--- src/hdl/inclusive_day_count_between_dates_defines.svh ---
// Assertion macros shared by the day count RTL.
// Depends on nothing; the files that check behavior include it.
`ifndef INCLUSIVE_DAY_COUNT_BETWEEN_DATES_DEFINES_SVH
`define INCLUSIVE_DAY_COUNT_BETWEEN_DATES_DEFINES_SVH
`ifndef SYNTHESIS
`define IDC_ASSERT(lbl, clk, rst_n, prop) \
	lbl: assert property (@(posedge clk) disable iff (!rst_n) prop) \
	else $error("assertion failed");
`define IDC_NEVER(lbl, clk, rst_n, expr) \
	lbl: assert property (@(posedge clk) disable iff (!rst_n) !(expr)) \
	else $error("forbidden condition seen");
`else
`define IDC_ASSERT(lbl, clk, rst_n, prop)
`define IDC_NEVER(lbl, clk, rst_n, expr)
`endif
`endif

--- src/hdl/idc_pkg.sv ---
// Types, constants and the month table of the day count block.
// Depends on nothing.
package idc_pkg;

	localparam int unsigned DAYS_PER_YEAR = 365;
	localparam int unsigned HUNDRED       = 100;
	localparam int unsigned RECIP_100     = 5243;  // ceil(2^19 / 100)
	localparam int unsigned RECIP_SHIFT   = 19;
	localparam int unsigned COUNT_MAX     = 4194303;

	typedef struct packed {
		logic [4:0]  start_day;
		logic [3:0]  start_month;
		logic [13:0] start_year;
		logic [4:0]  end_day;
		logic [3:0]  end_month;
		logic [13:0] end_year;
	} date_pair_t;

	typedef struct packed {
		logic [21:0] day_count;
		logic        order_error;
	} result_t;

	// Commands from the controller to the datapath.
	typedef struct packed {
		logic load;     // capture an input transaction
		logic sel_end;  // work on the end date
		logic calc_a;   // register the products
		logic calc_b;   // register the serial day number
		logic out_load; // register the result
	} dp_cmd_t;

	// Days before month index (month - 1), common year; index 12 is a full year.
	function automatic logic [8:0] days_before_month(input logic [3:0] idx);
		logic [8:0] d;
		case (idx)
			4'd0:    d = 9'd0;
			4'd1:    d = 9'd31;
			4'd2:    d = 9'd59;
			4'd3:    d = 9'd90;
			4'd4:    d = 9'd120;
			4'd5:    d = 9'd151;
			4'd6:    d = 9'd181;
			4'd7:    d = 9'd212;
			4'd8:    d = 9'd243;
			4'd9:    d = 9'd273;
			4'd10:   d = 9'd304;
			4'd11:   d = 9'd334;
			default: d = 9'd365;
		endcase
		return d;
	endfunction

endpackage

--- src/hdl/idc_stream_if.sv ---
// Valid/ready channel carrying one payload struct.
// Depends on idc_pkg for the payload types.
interface idc_stream_if import idc_pkg::*; #(parameter type payload_t = date_pair_t);
	logic     valid;
	logic     ready;
	payload_t data;

	modport source (output valid, output data, input ready);
	modport sink   (input valid, input data, output ready);
endinterface

--- src/hdl/idc_datapath.sv ---
// Datapath: shared serial day unit, serial registers and result register.
// Depends on idc_pkg.
module idc_datapath import idc_pkg::*; #(
	parameter int unsigned MAX_YEAR = 9999
) (
	input  logic       clk,
	input  dp_cmd_t    cmd,
	input  date_pair_t in_data,
	output result_t    result
);

	date_pair_t dates_q;

	// stage A selection and clamping
	logic [4:0]  day_sel;
	logic [3:0]  month_sel;
	logic [13:0] year_sel;
	logic [13:0] year_c;
	logic [13:0] prior;
	logic [3:0]  month_idx;

	// stage A registers
	logic [22:0] p365_q;
	logic [26:0] p100_q;
	logic [24:0] p400_q;
	logic [26:0] py_q;
	logic [11:0] q4_q;
	logic [13:0] year_q;
	logic [9:0]  day_month_q;
	logic        late_q;

	// stage B
	logic [7:0]  q100;
	logic [5:0]  q400;
	logic [7:0]  yq100;
	logic [14:0] yq_x100;
	logic        rem100_zero;
	logic        leap;
	logic [22:0] serial;
	logic [22:0] start_ser_q;
	logic [22:0] end_ser_q;

	logic [23:0] diff;
	logic [23:0] cnt;
	result_t     res_d;
	result_t     res_q;

	always_comb begin
		day_sel   = cmd.sel_end ? dates_q.end_day   : dates_q.start_day;
		month_sel = cmd.sel_end ? dates_q.end_month : dates_q.start_month;
		year_sel  = cmd.sel_end ? dates_q.end_year  : dates_q.start_year;

		if (year_sel == 14'd0) begin
			year_c = 14'd1;
		end else if ({3'b000, year_sel} > 17'(MAX_YEAR)) begin
			year_c = 14'(MAX_YEAR);
		end else begin
			year_c = year_sel;
		end
		prior = year_c - 14'd1;

		if (month_sel == 4'd0) begin
			month_idx = 4'd0;
		end else if (month_sel > 4'd13) begin
			month_idx = 4'd12;
		end else begin
			month_idx = month_sel - 4'd1;
		end
	end

	always_ff @(posedge clk) begin
		if (cmd.load) begin
			dates_q <= in_data;
		end
		if (cmd.calc_a) begin
			p365_q      <= 23'(prior) * 23'(DAYS_PER_YEAR);
			p100_q      <= 27'(prior) * 27'(RECIP_100);
			p400_q      <= 25'(prior[13:2]) * 25'(RECIP_100);
			py_q        <= 27'(year_c) * 27'(RECIP_100);
			q4_q        <= prior[13:2];
			year_q      <= year_c;
			day_month_q <= 10'(days_before_month(month_idx)) + 10'(day_sel);
			late_q      <= (month_sel >= 4'd3);
		end
	end

	always_comb begin
		q100        = p100_q[26:RECIP_SHIFT];
		q400        = p400_q[24:RECIP_SHIFT];
		yq100       = py_q[26:RECIP_SHIFT];
		yq_x100     = 15'(yq100) * 15'(HUNDRED);
		rem100_zero = ({1'b0, year_q} == yq_x100);
		// divisible by 400 is divisible by 100 with a quotient divisible by 4
		leap = ((year_q[1:0] == 2'd0) && !rem100_zero)
			|| (rem100_zero && (yq100[1:0] == 2'd0));
		serial = p365_q + 23'(q4_q) - 23'(q100) + 23'(q400)
			+ 23'(day_month_q) + 23'(leap && late_q);
	end

	always_ff @(posedge clk) begin
		if (cmd.calc_b) begin
			if (cmd.sel_end) begin
				end_ser_q <= serial;
			end else begin
				start_ser_q <= serial;
			end
		end
	end

	always_comb begin
		diff = {1'b0, end_ser_q} - {1'b0, start_ser_q};
		cnt  = diff + 24'd1;
		if (diff[23]) begin
			res_d.day_count   = '0;
			res_d.order_error = 1'b1;
		end else begin
			res_d.day_count   = (cnt > 24'(COUNT_MAX)) ? 22'(COUNT_MAX) : cnt[21:0];
			res_d.order_error = 1'b0;
		end
	end

	always_ff @(posedge clk) begin
		if (cmd.out_load) begin
			res_q <= res_d;
		end
	end

	assign result = res_q;

endmodule

--- src/hdl/idc_controller.sv ---
// Controller: sequences the shared serial unit over both dates and owns
// the output valid flag. Depends on idc_pkg and the assertion macros.
`include "inclusive_day_count_between_dates_defines.svh"
module idc_controller import idc_pkg::*; (
	input  logic    clk,
	input  logic    arst_n,
	input  logic    in_valid,
	output logic    in_ready,
	output logic    out_valid,
	input  logic    out_ready,
	output dp_cmd_t cmd
);

	typedef enum logic [5:0] {
		ST_IDLE = 6'b000001,
		ST_SA   = 6'b000010,
		ST_SB   = 6'b000100,
		ST_EA   = 6'b001000,
		ST_EB   = 6'b010000,
		ST_FIN  = 6'b100000
	} state_t;

	state_t state_q;
	state_t state_d;
	logic   out_valid_q;
	logic   in_fire;

	assign in_ready = (state_q == ST_IDLE);
	assign in_fire  = in_valid && in_ready;

	always_comb begin
		state_d      = state_q;
		cmd          = '0;
		cmd.load     = in_fire;
		case (state_q)
			ST_IDLE: begin
				if (in_fire) begin
					state_d = ST_SA;
				end
			end
			ST_SA: begin
				cmd.calc_a = 1'b1;
				state_d    = ST_SB;
			end
			ST_SB: begin
				cmd.calc_b = 1'b1;
				state_d    = ST_EA;
			end
			ST_EA: begin
				cmd.sel_end = 1'b1;
				cmd.calc_a  = 1'b1;
				state_d     = ST_EB;
			end
			ST_EB: begin
				cmd.sel_end = 1'b1;
				cmd.calc_b  = 1'b1;
				state_d     = ST_FIN;
			end
			ST_FIN: begin
				// hold until the output slot is free or drains now
				if (!out_valid_q || out_ready) begin
					cmd.out_load = 1'b1;
					state_d      = ST_IDLE;
				end
			end
			default: begin
				state_d = ST_IDLE;
			end
		endcase
	end

	always_ff @(posedge clk or negedge arst_n) begin
		if (!arst_n) begin
			state_q     <= ST_IDLE;
			out_valid_q <= 1'b0;
		end else begin
			state_q <= state_d;
			if (cmd.out_load) begin
				out_valid_q <= 1'b1;
			end else if (out_ready) begin
				out_valid_q <= 1'b0;
			end
		end
	end

	assign out_valid = out_valid_q;

	`IDC_ASSERT(a_accept_starts, clk, arst_n, in_fire |=> (state_q == ST_SA))
	`IDC_NEVER(a_no_overwrite, clk, arst_n, cmd.out_load && out_valid_q && !out_ready)
	`IDC_ASSERT(a_load_shows, clk, arst_n, cmd.out_load |=> out_valid_q)

endmodule

--- src/hdl/inclusive_day_count_between_dates.sv ---
// Top level of the inclusive Gregorian day count block.
// Depends on idc_pkg, idc_stream_if, idc_controller and idc_datapath.
//
// Usage:
//   dates  : sink channel; one transaction carries a start and an end date
//            as day, month and year fields (not checked for validity).
//   result : source channel; one transaction per date pair with day_count,
//            the inclusive count (equal dates give 1), and order_error, set
//            with a zero count when the end date precedes the start date.
//   Years clamp to 1..MAX_YEAR; counts too wide for day_count saturate.
// Sequencing:
//   An accepted pair goes through the sequencer states SA, SB, EA, EB and
//   FIN. The single serial day unit handles the start date and then the
//   end date, each as products (SA, EA) and then sum (SB, EB), and FIN
//   compares and loads the output register; a new pair is taken only after
//   that load. dates.ready is high only while the sequencer is idle.
// Reset: arst_n clears the sequencer and the output valid flag at once;
//   no result is pending afterwards.
// Stall: a result waits in the output register while result.ready is low;
//   the next pair is still accepted and computed, and holds before loading
//   until the output register is taken.
module inclusive_day_count_between_dates import idc_pkg::*; #(
	parameter int unsigned MAX_YEAR = 9999
) (
	input  logic         clk,
	input  logic         arst_n,
	idc_stream_if.sink   dates,
	idc_stream_if.source result
);

	dp_cmd_t cmd;
	result_t res;

	idc_controller u_ctrl (
		.clk       (clk),
		.arst_n    (arst_n),
		.in_valid  (dates.valid),
		.in_ready  (dates.ready),
		.out_valid (result.valid),
		.out_ready (result.ready),
		.cmd       (cmd)
	);

	idc_datapath #(
		.MAX_YEAR (MAX_YEAR)
	) u_dp (
		.clk     (clk),
		.cmd     (cmd),
		.in_data (dates.data),
		.result  (res)
	);

	// drive the result payload from the datapath output register
	assign result.data = res;

endmodule

--- src/flat_wrapper.sv ---
// flat-port wrapper written by rule: the top's interface ports become plain ports
module inclusive_day_count_between_dates_flat import idc_pkg::*;
#(
	parameter int unsigned MAX_YEAR = 9999
)
  (clk, arst_n, dates_valid, dates_data, dates_ready, result_valid, result_data, result_ready);
  idc_stream_if dates_i ();
  idc_stream_if #(.payload_t(result_t)) result_i ();
  input  logic clk;
  input  logic arst_n;
  input wire logic [$bits(dates_i.valid)-1:0] dates_valid;
  input wire logic [$bits(dates_i.data)-1:0] dates_data;
  output wire logic [$bits(dates_i.ready)-1:0] dates_ready;
  output wire logic [$bits(result_i.valid)-1:0] result_valid;
  output wire logic [$bits(result_i.data)-1:0] result_data;
  input wire logic [$bits(result_i.ready)-1:0] result_ready;
  assign dates_i.valid = dates_valid;
  assign dates_i.data = dates_data;
  assign dates_ready = dates_i.ready;
  assign result_valid = result_i.valid;
  assign result_data = result_i.data;
  assign result_i.ready = result_ready;
  inclusive_day_count_between_dates #(.MAX_YEAR(MAX_YEAR)) u_core (.clk(clk), .arst_n(arst_n), .dates(dates_i), .result(result_i));
endmodule
--- config.mk ---
export PLATFORM = sky130hd
export DESIGN_NAME = inclusive_day_count_between_dates_flat
export DESIGN_NICKNAME = d
export VERILOG_FILES = /design/src/hdl/idc_pkg.sv /design/src/hdl/idc_stream_if.sv /design/src/hdl/idc_datapath.sv /design/src/hdl/idc_controller.sv /design/src/hdl/inclusive_day_count_between_dates.sv /design/src/flat_wrapper.sv
export VERILOG_INCLUDE_DIRS = /design/src /design/src/hdl
export SDC_FILE = /design/constraint.sdc
export NUM_CORES = 1
export LEC_CHECK = 0
export CAP_MARGIN = 20
export CORE_UTILIZATION = 50
export DETAILED_ROUTE_END_ITERATION = 12
export DONT_BUFFER_PORTS = 1
export GPL_TIMING_DRIVEN = 0
export PLACE_DENSITY = 0.74
export SETUP_SLACK_MARGIN = 0.15
export SLEW_MARGIN = 10
export SYNTH_ARGS = -nofsm -noshare
export SYNTH_HDL_FRONTEND = slang
export SYNTH_SLANG_ARGS = --single-unit
--- constraint.sdc ---
create_clock -name clk -period 11.4 [get_ports clk]
set_clock_uncertainty 0.15 [all_clocks]
set_input_delay 1.71 -clock clk [delete_from_list [all_inputs] [get_ports clk]]
set_output_delay 1.71 -clock clk [all_outputs]
set_load 0.01 [all_outputs]
==> results.md, run 1 <==
* Setup Buffers After CTS at 0
* All-Layer GR Usage at 0.218
* Post-route setup slack at 0.602 ns
* Synthesized area at 0.0236 sq mm
* Total negative setup slack at 0 ns
* Outcome: finished, final reports clean
* Max_cap viols at 0
* Final wirelength at 50,100 um
* Fin. Hold Viols at 0
* # placed instances at 2,857
* DR DRC count at 0
* Die area at 0.0480 sq mm
* Average instance area after synthesis at 10.5 sq um
* Setup crit end: u_core.u_dp.p100_q[26]
* Placer Congestion at 0.954
* CP required at 11.52 ns
* Post-synthesis async set-or-reset flop share at 0.0343
* Via count at 15,900
* Final Non-Filler Cells at 2,904
* Worst slew margin at 0.277
* Critical-path top delay cell: dfstp_2
* Worst path max stage delay at 0.58 ns
* Worst EP arrival at 10.92 ns
* Max H-tree Level at 1
* Total gr overflow at 0
* Antenna diode count at 0
* Port bufs at 0
* Core box area at 0.0466 sq mm
* Number of global-route vias before repair at 16,800
* R2r setup slk at 0.60 ns
* Crit-path max FO at 10
* Initial DRT Pass Iterations at 5
* Detail-routed net length per standard cell at 17.2 um
* Final ANT Viol Nets at 0
* Setup crit start: u_core.u_ctrl.state_q[0]
* Dominant register cell in the synthesized netlist: edfxtp_1
* Final setup fails at 0
* Die width at 219 um
* Crit path time final at 10.80 ns
* CTS root buffer: clkbuf_16
* Sink Count at 204
* Clock latency on the worst-skew pair at 0.53 ns
* CTS tree: done
* Clock buffer depth at 3
* R2R Path End: u_core.u_dp.p100_q[26]
* CTS clk-pin slew, worst paths at 0.06 ns
* DPL Wire Length at 42,100 um
* CP dominant cell by count: inv_1
* CP startpoint kind: flop
* DRT iter0 DRCs at 770
* Slew Limit Fails at 0
* Synth cell types at 85
* Die height at 219 um
* Final nets at 2,989
* HP Class: flop to flop
* Post-synthesis sequential area ratio at 0.258
* Hold_buf cts at 0
* RSZ-0062 raised after global routing: no
* Layout cell share with drive strength beyond 1 at 0.0527
* Starting Density at 0.507
* Rows at 79
* Hold_ws at 0.449 ns
* First-pass GRT wire length at 83,800 um
* Syn-to-layout area delta at 8.07%
* Syn_nets at 2,952
* R2r startpoint: u_core.u_ctrl.state_q[0]
* Period utilization at 0.947
* Worst Tran Pin Value at 1.08 ns
* CTS buffer count at 24
* Via density at 5.47
* Initial antenna violation count at 0
* Register bit total from synthesis at 204
* Worst setup EP type: flop
* Highest Clock Rate at 0.0926 GHz
* DP Worst Slack at -0.383 ns
* Worst r2r path cells at 35
* Largest net degree at the start of global routing at 57
* Post-Syn Instances at 2,242
* Crit Path Class: flop to flop
* EDFF count, synth at 197
* # IOs at 75
* Synth Warn # at 0
==> state kept, by name, summed over array words and instances (netlist names), 9 cells and up <==
name and count:
u_core.u_dp.end_ser_q 23, u_core.u_dp.py_q 9, u_core.u_dp.dates_q 46, u_core.u_dp.q4_q 11
u_core.u_dp.start_ser_q 23, u_core.u_dp.day_month_q 10, u_core.u_dp.result 23, u_core.u_dp.p365_q 23
u_core.u_dp.year_q 13
==> layer usage <==
layer / wire length [um] / vias to the layer above / global-route usage
met1: 20700 / 7823 / 0.260
met5: 0 / - / 0
met4: 1500 / 0 / 0.0669
met3: 1720 / 101 / 0.0248
met2: 26100 / 344 / 0.408
li1: - / 7617 / -
==> cells by family after synthesis <==
| logic type | count (synthesis) | synth area share |
|---|---|---|
| DFF | 204 | 0.258 |
| xor gates and xnor gates | 133 | 0.0500 |
| adders and majority gates | 661 | 0.425 |
| muxes | 15 | 0.00674 |
| and+or+nand+nor | 371 | 0.0798 |
| buffers and inverters | 543 | 0.0873 |
| AOI/OAI and AO/OA | 315 | 0.0928 |
==> final cells by class <==
| class | instances | area, sq um |
|---|---|---|
| Inverter | 521 | 1960 |
| Buffer | 22 | 105 |
| Clock buffer | 28 | 667 |
| Tap cell | 607 | 759 |
| Timing Repair Buffer | 11 | 156 |
| Multi-Input combinational cell | 1495 | 15600 |
| Fill cell | 3852 | 21100 |
| Sequential cell | 204 | 6090 |
| Clock inverter | 16 | 180 |
==> timing repair <==
action                                  4_1_cts  5_1_grt
endpoints found under the hold margin         0        0
pin swaps                                     0        0
gates resized for setup                       5       12
endpoints found under the setup margin        4        4
==> through the flow <==
| stage | area, sq um | utilization |
|---|---|---|
| global route | 25500 | 0.547 |
| CTS | 25400 | 0.546 |
| floorplan | 23600 | - |
| finish | 25500 | 0.547 |
| global placement | 24300 | 0.523 |
| detailed placement | 24500 | 0.527 |
==> critical path: cells and delay by family (launching register included) <==
family | cells | cell delay [ns]
fa+ha+maj | 7 | 3.13
buf+inv | 9 | 2.06
xor+xnor | 2 | 0.70
compound gates | 11 | 2.94
flops | 1 | 0.58
simple gates | 6 | 0.92
==> placed cells by master, fill, tap and decap left out, types with 7 or more instances in the layout <==
master     instances
nand2b_1          14
o21a_1            21
clkbuf_1          13
and3_1            12
nor4_1            11
a211o_1            8
nor3_1            44
mux2_2             7
nand3_1           39
and2_1            10
mux2i_1            8
clkbuf_16         25
a21o_1            31
inv_1            519
ha_1             426
a21oi_1           70
nor2b_1           15
o21bai_1          14
o21ai_0           45
a211oi_1          15
a31oi_1           18
o21ai_1            7
nand2_1           84
xor2_1            37
a311oi_1           9
fa_1             234
edfxtp_1         197
xnor2_1           85
nor2_1            87
==> worst min-delay path by stage <==
stage                     cells after the start                       to               startpoint  slack, ns
after global routing                          2  u_core.u_ctrl.out_valid  u_core.u_ctrl.out_valid       0.51
after detailed placement                      2  u_core.u_ctrl.out_valid  u_core.u_ctrl.out_valid       0.45
final                                         2  u_core.u_ctrl.out_valid  u_core.u_ctrl.out_valid       0.45
after CTS                                     2  u_core.u_ctrl.out_valid  u_core.u_ctrl.out_valid       0.46
after floorplan                               2  u_core.u_ctrl.out_valid  u_core.u_ctrl.out_valid       0.40
after global placement                        2  u_core.u_ctrl.out_valid  u_core.u_ctrl.out_valid       0.43
==> synthesized netlist by cell type, types with 18 or more instances <==
library cell	n	area [sq um]
a21o_1	31	233
a21oi_1	73	365
a31oi_1	18	113
edfxtp_1	197	5920
fa_1	234	4680
ha_1	426	5330
inv_1	520	1950
nand2_1	84	315
nand3_1	42	210
nor2_1	88	330
nor3_1	44	220
o21a_1	21	158
o21ai_0	45	225
xnor2_1	92	806
xor2_1	40	350
Power of run 1 is not shown: default switching activity piles up to over one toggle a cycle in this logic, so the estimate is an artifact.
==> inputs of run 2 (changes only) <==
- PLACE_DENSITY: 0.74 -> 0.76
==> run 2 against run 1 <==
Wire length up 1.5%. Final cell count up 0.17%. Die area unchanged. Design area about the same. Sequential share of layout area about the same. Non-clock buffer count up 3. Via count up 1.6%. Core utilization about the same. Count of clock-buffer cells in the layout down 3. Worst setup slack better by 0.20 ns. Critical path depth unchanged. Maximum frequency up 1.9%. Critical path type unchanged.
==> results.md, run 2 (synthesis results as in run 1) <==
* Fill cells at 3,899 (+1.2%)
* # IOs at 75 (unchanged)
* Via count at 16,100 (+1.6%)
* Detail-routed net length per standard cell at 17.5 um (+1.3%)
* Layout Utilization at 0.548 (about the same)
* Syn-to-layout area delta at 8.14% (about the same)
* RSZ-0062 raised after global routing: no
* CP required at 11.53 ns (about the same)
* Critical-path top delay cell: ha_1
* Number of global-route vias before repair at 17,300 (+3.1%)
* Rows at 79 (unchanged)
* Final Non-Filler Cells at 2,909 (+0.17%)
* CP dominant cell by count: inv_1
* CTS buffer count at 25 (+4.2%)
* Sink Count at 204 (unchanged)
* First-pass GRT wire length at 85,600 um (+2.2%)
* Max H-tree Level at 1 (unchanged)
* Die area at 0.0480 sq mm (unchanged)
* Footprint of the multi-input gates at 0.0156 sq mm (about the same)
* Antenna diode count at 0 (unchanged)
* Met3 Usage GRT at 0.0252 (+0.000416)
* Clock latency on the worst-skew pair at 0.55 ns (+0.02 ns)
* Worst slew margin at 0.312 (+0.0352)
* CTS tree: done
* Total negative setup slack at 0 ns (unchanged)
* FF/Latch Area at 0.00609 sq mm (unchanged)
* Via density at 5.55 (+1.4%)
* All-Layer GR Usage at 0.225 (+0.00623)
* Largest net degree at the start of global routing at 56 (-1.8%)
* Die width at 219 um (unchanged)
* Total gr overflow at 0 (unchanged)
* Fin. Hold Viols at 0 (unchanged)
* Gr busiest metal: met2
* Final wirelength at 50,800 um (+1.5%)
* Hold_buf cts at 0 (unchanged)
* Final ANT Viol Nets at 0 (unchanged)
* Placer Congestion at 0.937 (-1.8%)
* Port bufs at 0 (unchanged)
* Initial DRT Pass Iterations at 5 (unchanged)
* Worst Tran Pin Value at 1.02 ns (-0.0661 ns)
* Initial antenna violation count at 0 (unchanged)
* Commonest cells after routing, fill and taps aside: inv_1 (520), ha_1 (426), fa_1 (234)
* Max_cap viols at 0 (unchanged)
* Crit-path max FO at 10 (unchanged)
* Flip-flop count of the largest register after layout at 46 (unchanged)
* Final nets at 2,993 (+0.13%)
* Crit Path Class: flop to flop
* Worst setup EP type: flop
* DRT iter0 DRCs at 975 (+27%)
* Starting Density at 0.507 (unchanged)
* Met1 Use GR at 0.262 (+0.00211)
* Period utilization at 0.930 (-0.0173)
* Worst EP arrival at 10.74 ns (-0.18 ns)
* Met2 global-route usage at 0.419 (+0.0110)
* Die height at 219 um (unchanged)
* Slew Limit Fails at 0 (unchanged)
* DPL Wire Length at 42,600 um (+1.3%)
* Layout cell share with drive strength beyond 1 at 0.0534 (+0.000754)
* Final setup fails at 0 (unchanged)
* Hold_ws at 0.452 ns (+0.00347 ns)
* Reg with most FFs: u_core.u_dp.dates_q
* CP startpoint kind: flop
* CTS root buffer: clkbuf_16
* Crit path time final at 10.60 ns (-0.197 ns)
* Outcome: finished, final reports clean
* CTS clk-pin slew, worst paths at 0.06 ns (about the same)
* HP Class: flop to flop
* Core box area at 0.0466 sq mm (unchanged)
* Clock buffer depth at 3 (unchanged)
* # placed instances at 2,858 (+0.035%)
* Commonest non-fill, non-tap cell in the layout: inv_1
* Highest Clock Rate at 0.0943 GHz (+1.9%)
* Worst path max stage delay at 0.56 ns (-0.02 ns)
* DR DRC count at 0 (unchanged)
[run 2: final cells by class]
class / count / share of cell area
buffer: 22 / 0.00412
timing repair buffer: 14 / 0.00736
clock buffer: 25 / 0.0245
tap: 607 / 0.0298
inverter: 521 / 0.0767
multi-input combinational: 1495 / 0.610
clock inverter: 21 / 0.00819
sequential: 204 / 0.239
[run 2: path summary, 6_finish.rpt]
path | start | endpoint | slack [ns] | depth (start not counted)
max | u_core.u_ctrl.state_q[2] | u_core.u_dp.p100_q[26] | 0.80 | 35
min | u_core.u_ctrl.out_valid | u_core.u_ctrl.out_valid | 0.45 | 2
max reg2reg | u_core.u_ctrl.state_q[2] | u_core.u_dp.p100_q[26] | 0.80 | 35
min reg2reg | u_core.u_ctrl.out_valid | u_core.u_ctrl.out_valid | 0.45 | 2
max in group asynchronous | arst_n | u_core.u_ctrl.state_q[0] | 10.23 | 0
min in group asynchronous | arst_n | u_core.u_ctrl.state_q[3] | 0.70 | 0
[run 2: repair_timing]
| action | in CTS | in global routing |
|---|---|---|
| gates resized for setup | 4 | 13 |
| setup endpoints to repair | 5 | 5 |
| setup buffers | 0 | 0 |
[run 2: metrics by stage]
stage / setup slack, ns / cell area, sq um
global route: 0.140 / 25500
global placement: -0.0193 / 24300
CTS: 0.164 / 25400
floorplan: 2.46 / 23600
detailed placement: -0.292 / 24500
finish: 0.799 / 25500
[run 2: worst max-delay path, delay by kind of cell (launching register included)]
| family | cells | cell delay [ns] |
|---|---|---|
| adder cells (fa/ha/maj) | 7 | 3.12 |
| AO/OA/AOI/OAI | 9 | 2.27 |
| AND/OR/NAND/NOR | 9 | 2.02 |
| buffers and inverters | 8 | 1.65 |
| XOR/XNOR | 2 | 0.61 |
| flip-flops | 1 | 0.46 |
[run 2: per-layer routing]
layer | vias up | share of wire
met5 | - | 0
met4 | 0 | 0.042
met3 | 127 | 0.042
met2 | 422 | 0.52
met1 | 7949 | 0.40
li1 | 7635 | -
Power of run 2 is left out for the same reason.
==> inputs of run 3 (changes only) <==
- PLACE_DENSITY: 0.76 -> unset
==> run 3 against run 2 <==
Global-route usage fell by 0.97 points. Hold slack improved by 0.013 ns. Non-clock buffer count rose by 2. First-iteration DRC count fell by 38%. Sequential share of layout area barely moved. Via count fell by 4.4%. Register-to-register slack improved by 0.24 ns. Wire length fell by 3.1%. Final cell count barely moved. Design area barely moved. Die area did not move. Critical path depth did not move. Critical path type unchanged. Highest routed layer unchanged.
==> results.md, run 3 (synthesis results as in run 1) <==
* Reg with most FFs: u_core.u_dp.dates_q
* Critical-path top delay cell: ha_1
* Met1 Wirelength at 22,200 um (+9.7%)
* Die width at 219 um (unchanged)
* Sink Count at 204 (unchanged)
* Worst EP arrival at 10.48 ns (-0.26 ns)
* Total gr overflow at 0 (unchanged)
* Via count at 15,400 (-4.4%)
* Number of global-route vias before repair at 16,000 (-8.0%)
* Period utilization at 0.909 (-0.0211)
* Highest Clock Rate at 0.0965 GHz (+2.3%)
* Final ANT Viol Nets at 0 (unchanged)
* DPL Wire Length at 41,700 um (-2.2%)
* Final setup fails at 0 (unchanged)
* Commonest non-fill, non-tap cell in the layout: inv_1
* Crit-path max FO at 10 (unchanged)
* Max_cap viols at 0 (unchanged)
* # IOs at 75 (unchanged)
* CTS tree: done
* Die area at 0.0480 sq mm (unchanged)
* RSZ-0062 raised after global routing: no
* Via density at 5.30 (-4.4%)
* Largest net degree at the start of global routing at 60 (+7.1%)
* Worst path max stage delay at 0.60 ns (+0.04 ns)
* Layout cell share with drive strength beyond 1 at 0.0530 (-0.000457)
* Starting Density at 0.507 (unchanged)
* Worst Tran Pin Value at 1.10 ns (+0.0851 ns)
* Commonest cells after routing, fill and taps aside: inv_1 (519), ha_1 (426), fa_1 (234)
* Die height at 219 um (unchanged)
* Initial DRT Pass Iterations at 5 (unchanged)
* Final nets at 2,995 (+0.067%)
* CP dominant cell by count: inv_1
* CP startpoint kind: flop
* Fill cells at 4,081 (+4.7%)
* CTS buffer count at 25 (unchanged)
* Port bufs at 0 (unchanged)
* Top Layer Used: met4
* Outcome: finished, final reports clean
* Hold_ws at 0.465 ns (+0.0129 ns)
* Clock latency on the worst-skew pair at 0.54 ns (about the same)
* Slew Limit Fails at 0 (unchanged)
* Clock buffer depth at 3 (unchanged)
* Final wirelength at 49,200 um (-3.1%)
* Syn-to-layout area delta at 8.04% (about the same)
* Crit path time final at 10.36 ns (-0.240 ns)
* HP Class: flop to flop
* Met2 wire len at 24,700 um (-6.2%)
* CTS clk-pin slew, worst paths at 0.06 ns (about the same)
* Met3 WL at 1410 um (-33%)
* Worst setup EP type: flop
* All-Layer GR Usage at 0.215 (-0.00974)
* CP required at 11.52 ns (about the same)
* Antenna diode count at 0 (unchanged)
* Hold_buf cts at 0 (unchanged)
* Flip-flop count of the largest register after layout at 46 (unchanged)
* Detail-routed net length per standard cell at 16.9 um (-3.2%)
* Crit Path Class: flop to flop
* Max H-tree Level at 1 (unchanged)
* Fin. Hold Viols at 0 (unchanged)
* First-pass GRT wire length at 81,500 um (-4.7%)
* Core box area at 0.0466 sq mm (unchanged)
* DRT iter0 DRCs at 606 (-38%)
* Initial antenna violation count at 0 (unchanged)
* Worst slew margin at 0.255 (-0.0574)
* DR DRC count at 0 (unchanged)
* Placer Congestion at 0.899 (-4.1%)
* Rows at 79 (unchanged)
* CTS root buffer: clkbuf_16
## run 3: changes by cell type in the layout (fill, tap and decap cells not counted), moves of 2 or more
cell / delta
buf_4: +4
clkbuf_1: +4
clkinv_2: +4
clkinv_4: -4
clkinv_1: +3
nand3_1: -3
nand3_2: +3
buf_8: -2
clkbuf_2: -2
clkinvlp_4: -2
inv_6: -2
## run 3: worst paths after layout
check                                         start                  endpoint  slack [ns]  depth (start not counted)
max                        u_core.u_ctrl.state_q[2]    u_core.u_dp.p100_q[26]        1.04                         35
min                         u_core.u_ctrl.out_valid   u_core.u_ctrl.out_valid        0.47                          2
max reg2reg                u_core.u_ctrl.state_q[2]    u_core.u_dp.p100_q[26]        1.04                         35
min reg2reg                 u_core.u_ctrl.out_valid   u_core.u_ctrl.out_valid        0.47                          2
max in group asynchronous                    arst_n  u_core.u_ctrl.state_q[0]       10.22                          0
min in group asynchronous                    arst_n   u_core.u_ctrl.out_valid        0.71                          0
## run 3: timing repair
action                                  in CTS  in global routing
resized for setup                            5                 13
setup buffers                                0                  4
hold endpoints to repair                     0                  0
endpoints found under the setup margin       4                  6
cloned                                       0                  0
## run 3: cell type report
cell class	count	area [sq um]	share of cell area
clock buffers	27	633	0.0248
plain buffers	22	103	0.00403
inverters	521	1960	0.0769
well taps	607	759	0.0298
clock inverters	18	149	0.00584
flip-flops and latches	204	6090	0.239
repair buffers	16	188	0.00737
multi-input cells	1495	15600	0.612
## run 3: worst max-delay path, delay by kind of cell (launching register included)
family	cells	cell delay, ns
xor+xnor	2	0.62
fa+ha+maj	7	3.14
compound gates	9	2.15
simple gates	9	1.99
flops	1	0.45
buf+inv	8	1.57
## run 3: stage by stage
step | TNS [ns] | setup slack, ns | std cells | area (sq um) | utilization
2_1_floorplan | 0 | 2.46 | 2242 | 23600 | -
3_3_place_gp | -0.129 | -0.129 | 2849 | 24300 | 0.523
3_5_place_dp | -0.277 | -0.277 | 2857 | 24500 | 0.527
4_1_cts | 0 | 0.188 | 2902 | 25300 | 0.544
5_1_grt | 0 | 0.218 | 2910 | 25500 | 0.547
6_report | 0 | 1.04 | 2910 | 25500 | 0.547
## run 3: layer usage
layer | global-route usage | vias up
li1 | - | 7616
met1 | 0.277 | 7517
met2 | 0.389 | 230
met3 | 0.0225 | 60
met4 | 0.0417 | 0
met5 | 0 | -
Power of run 3 is left out for the same reason.
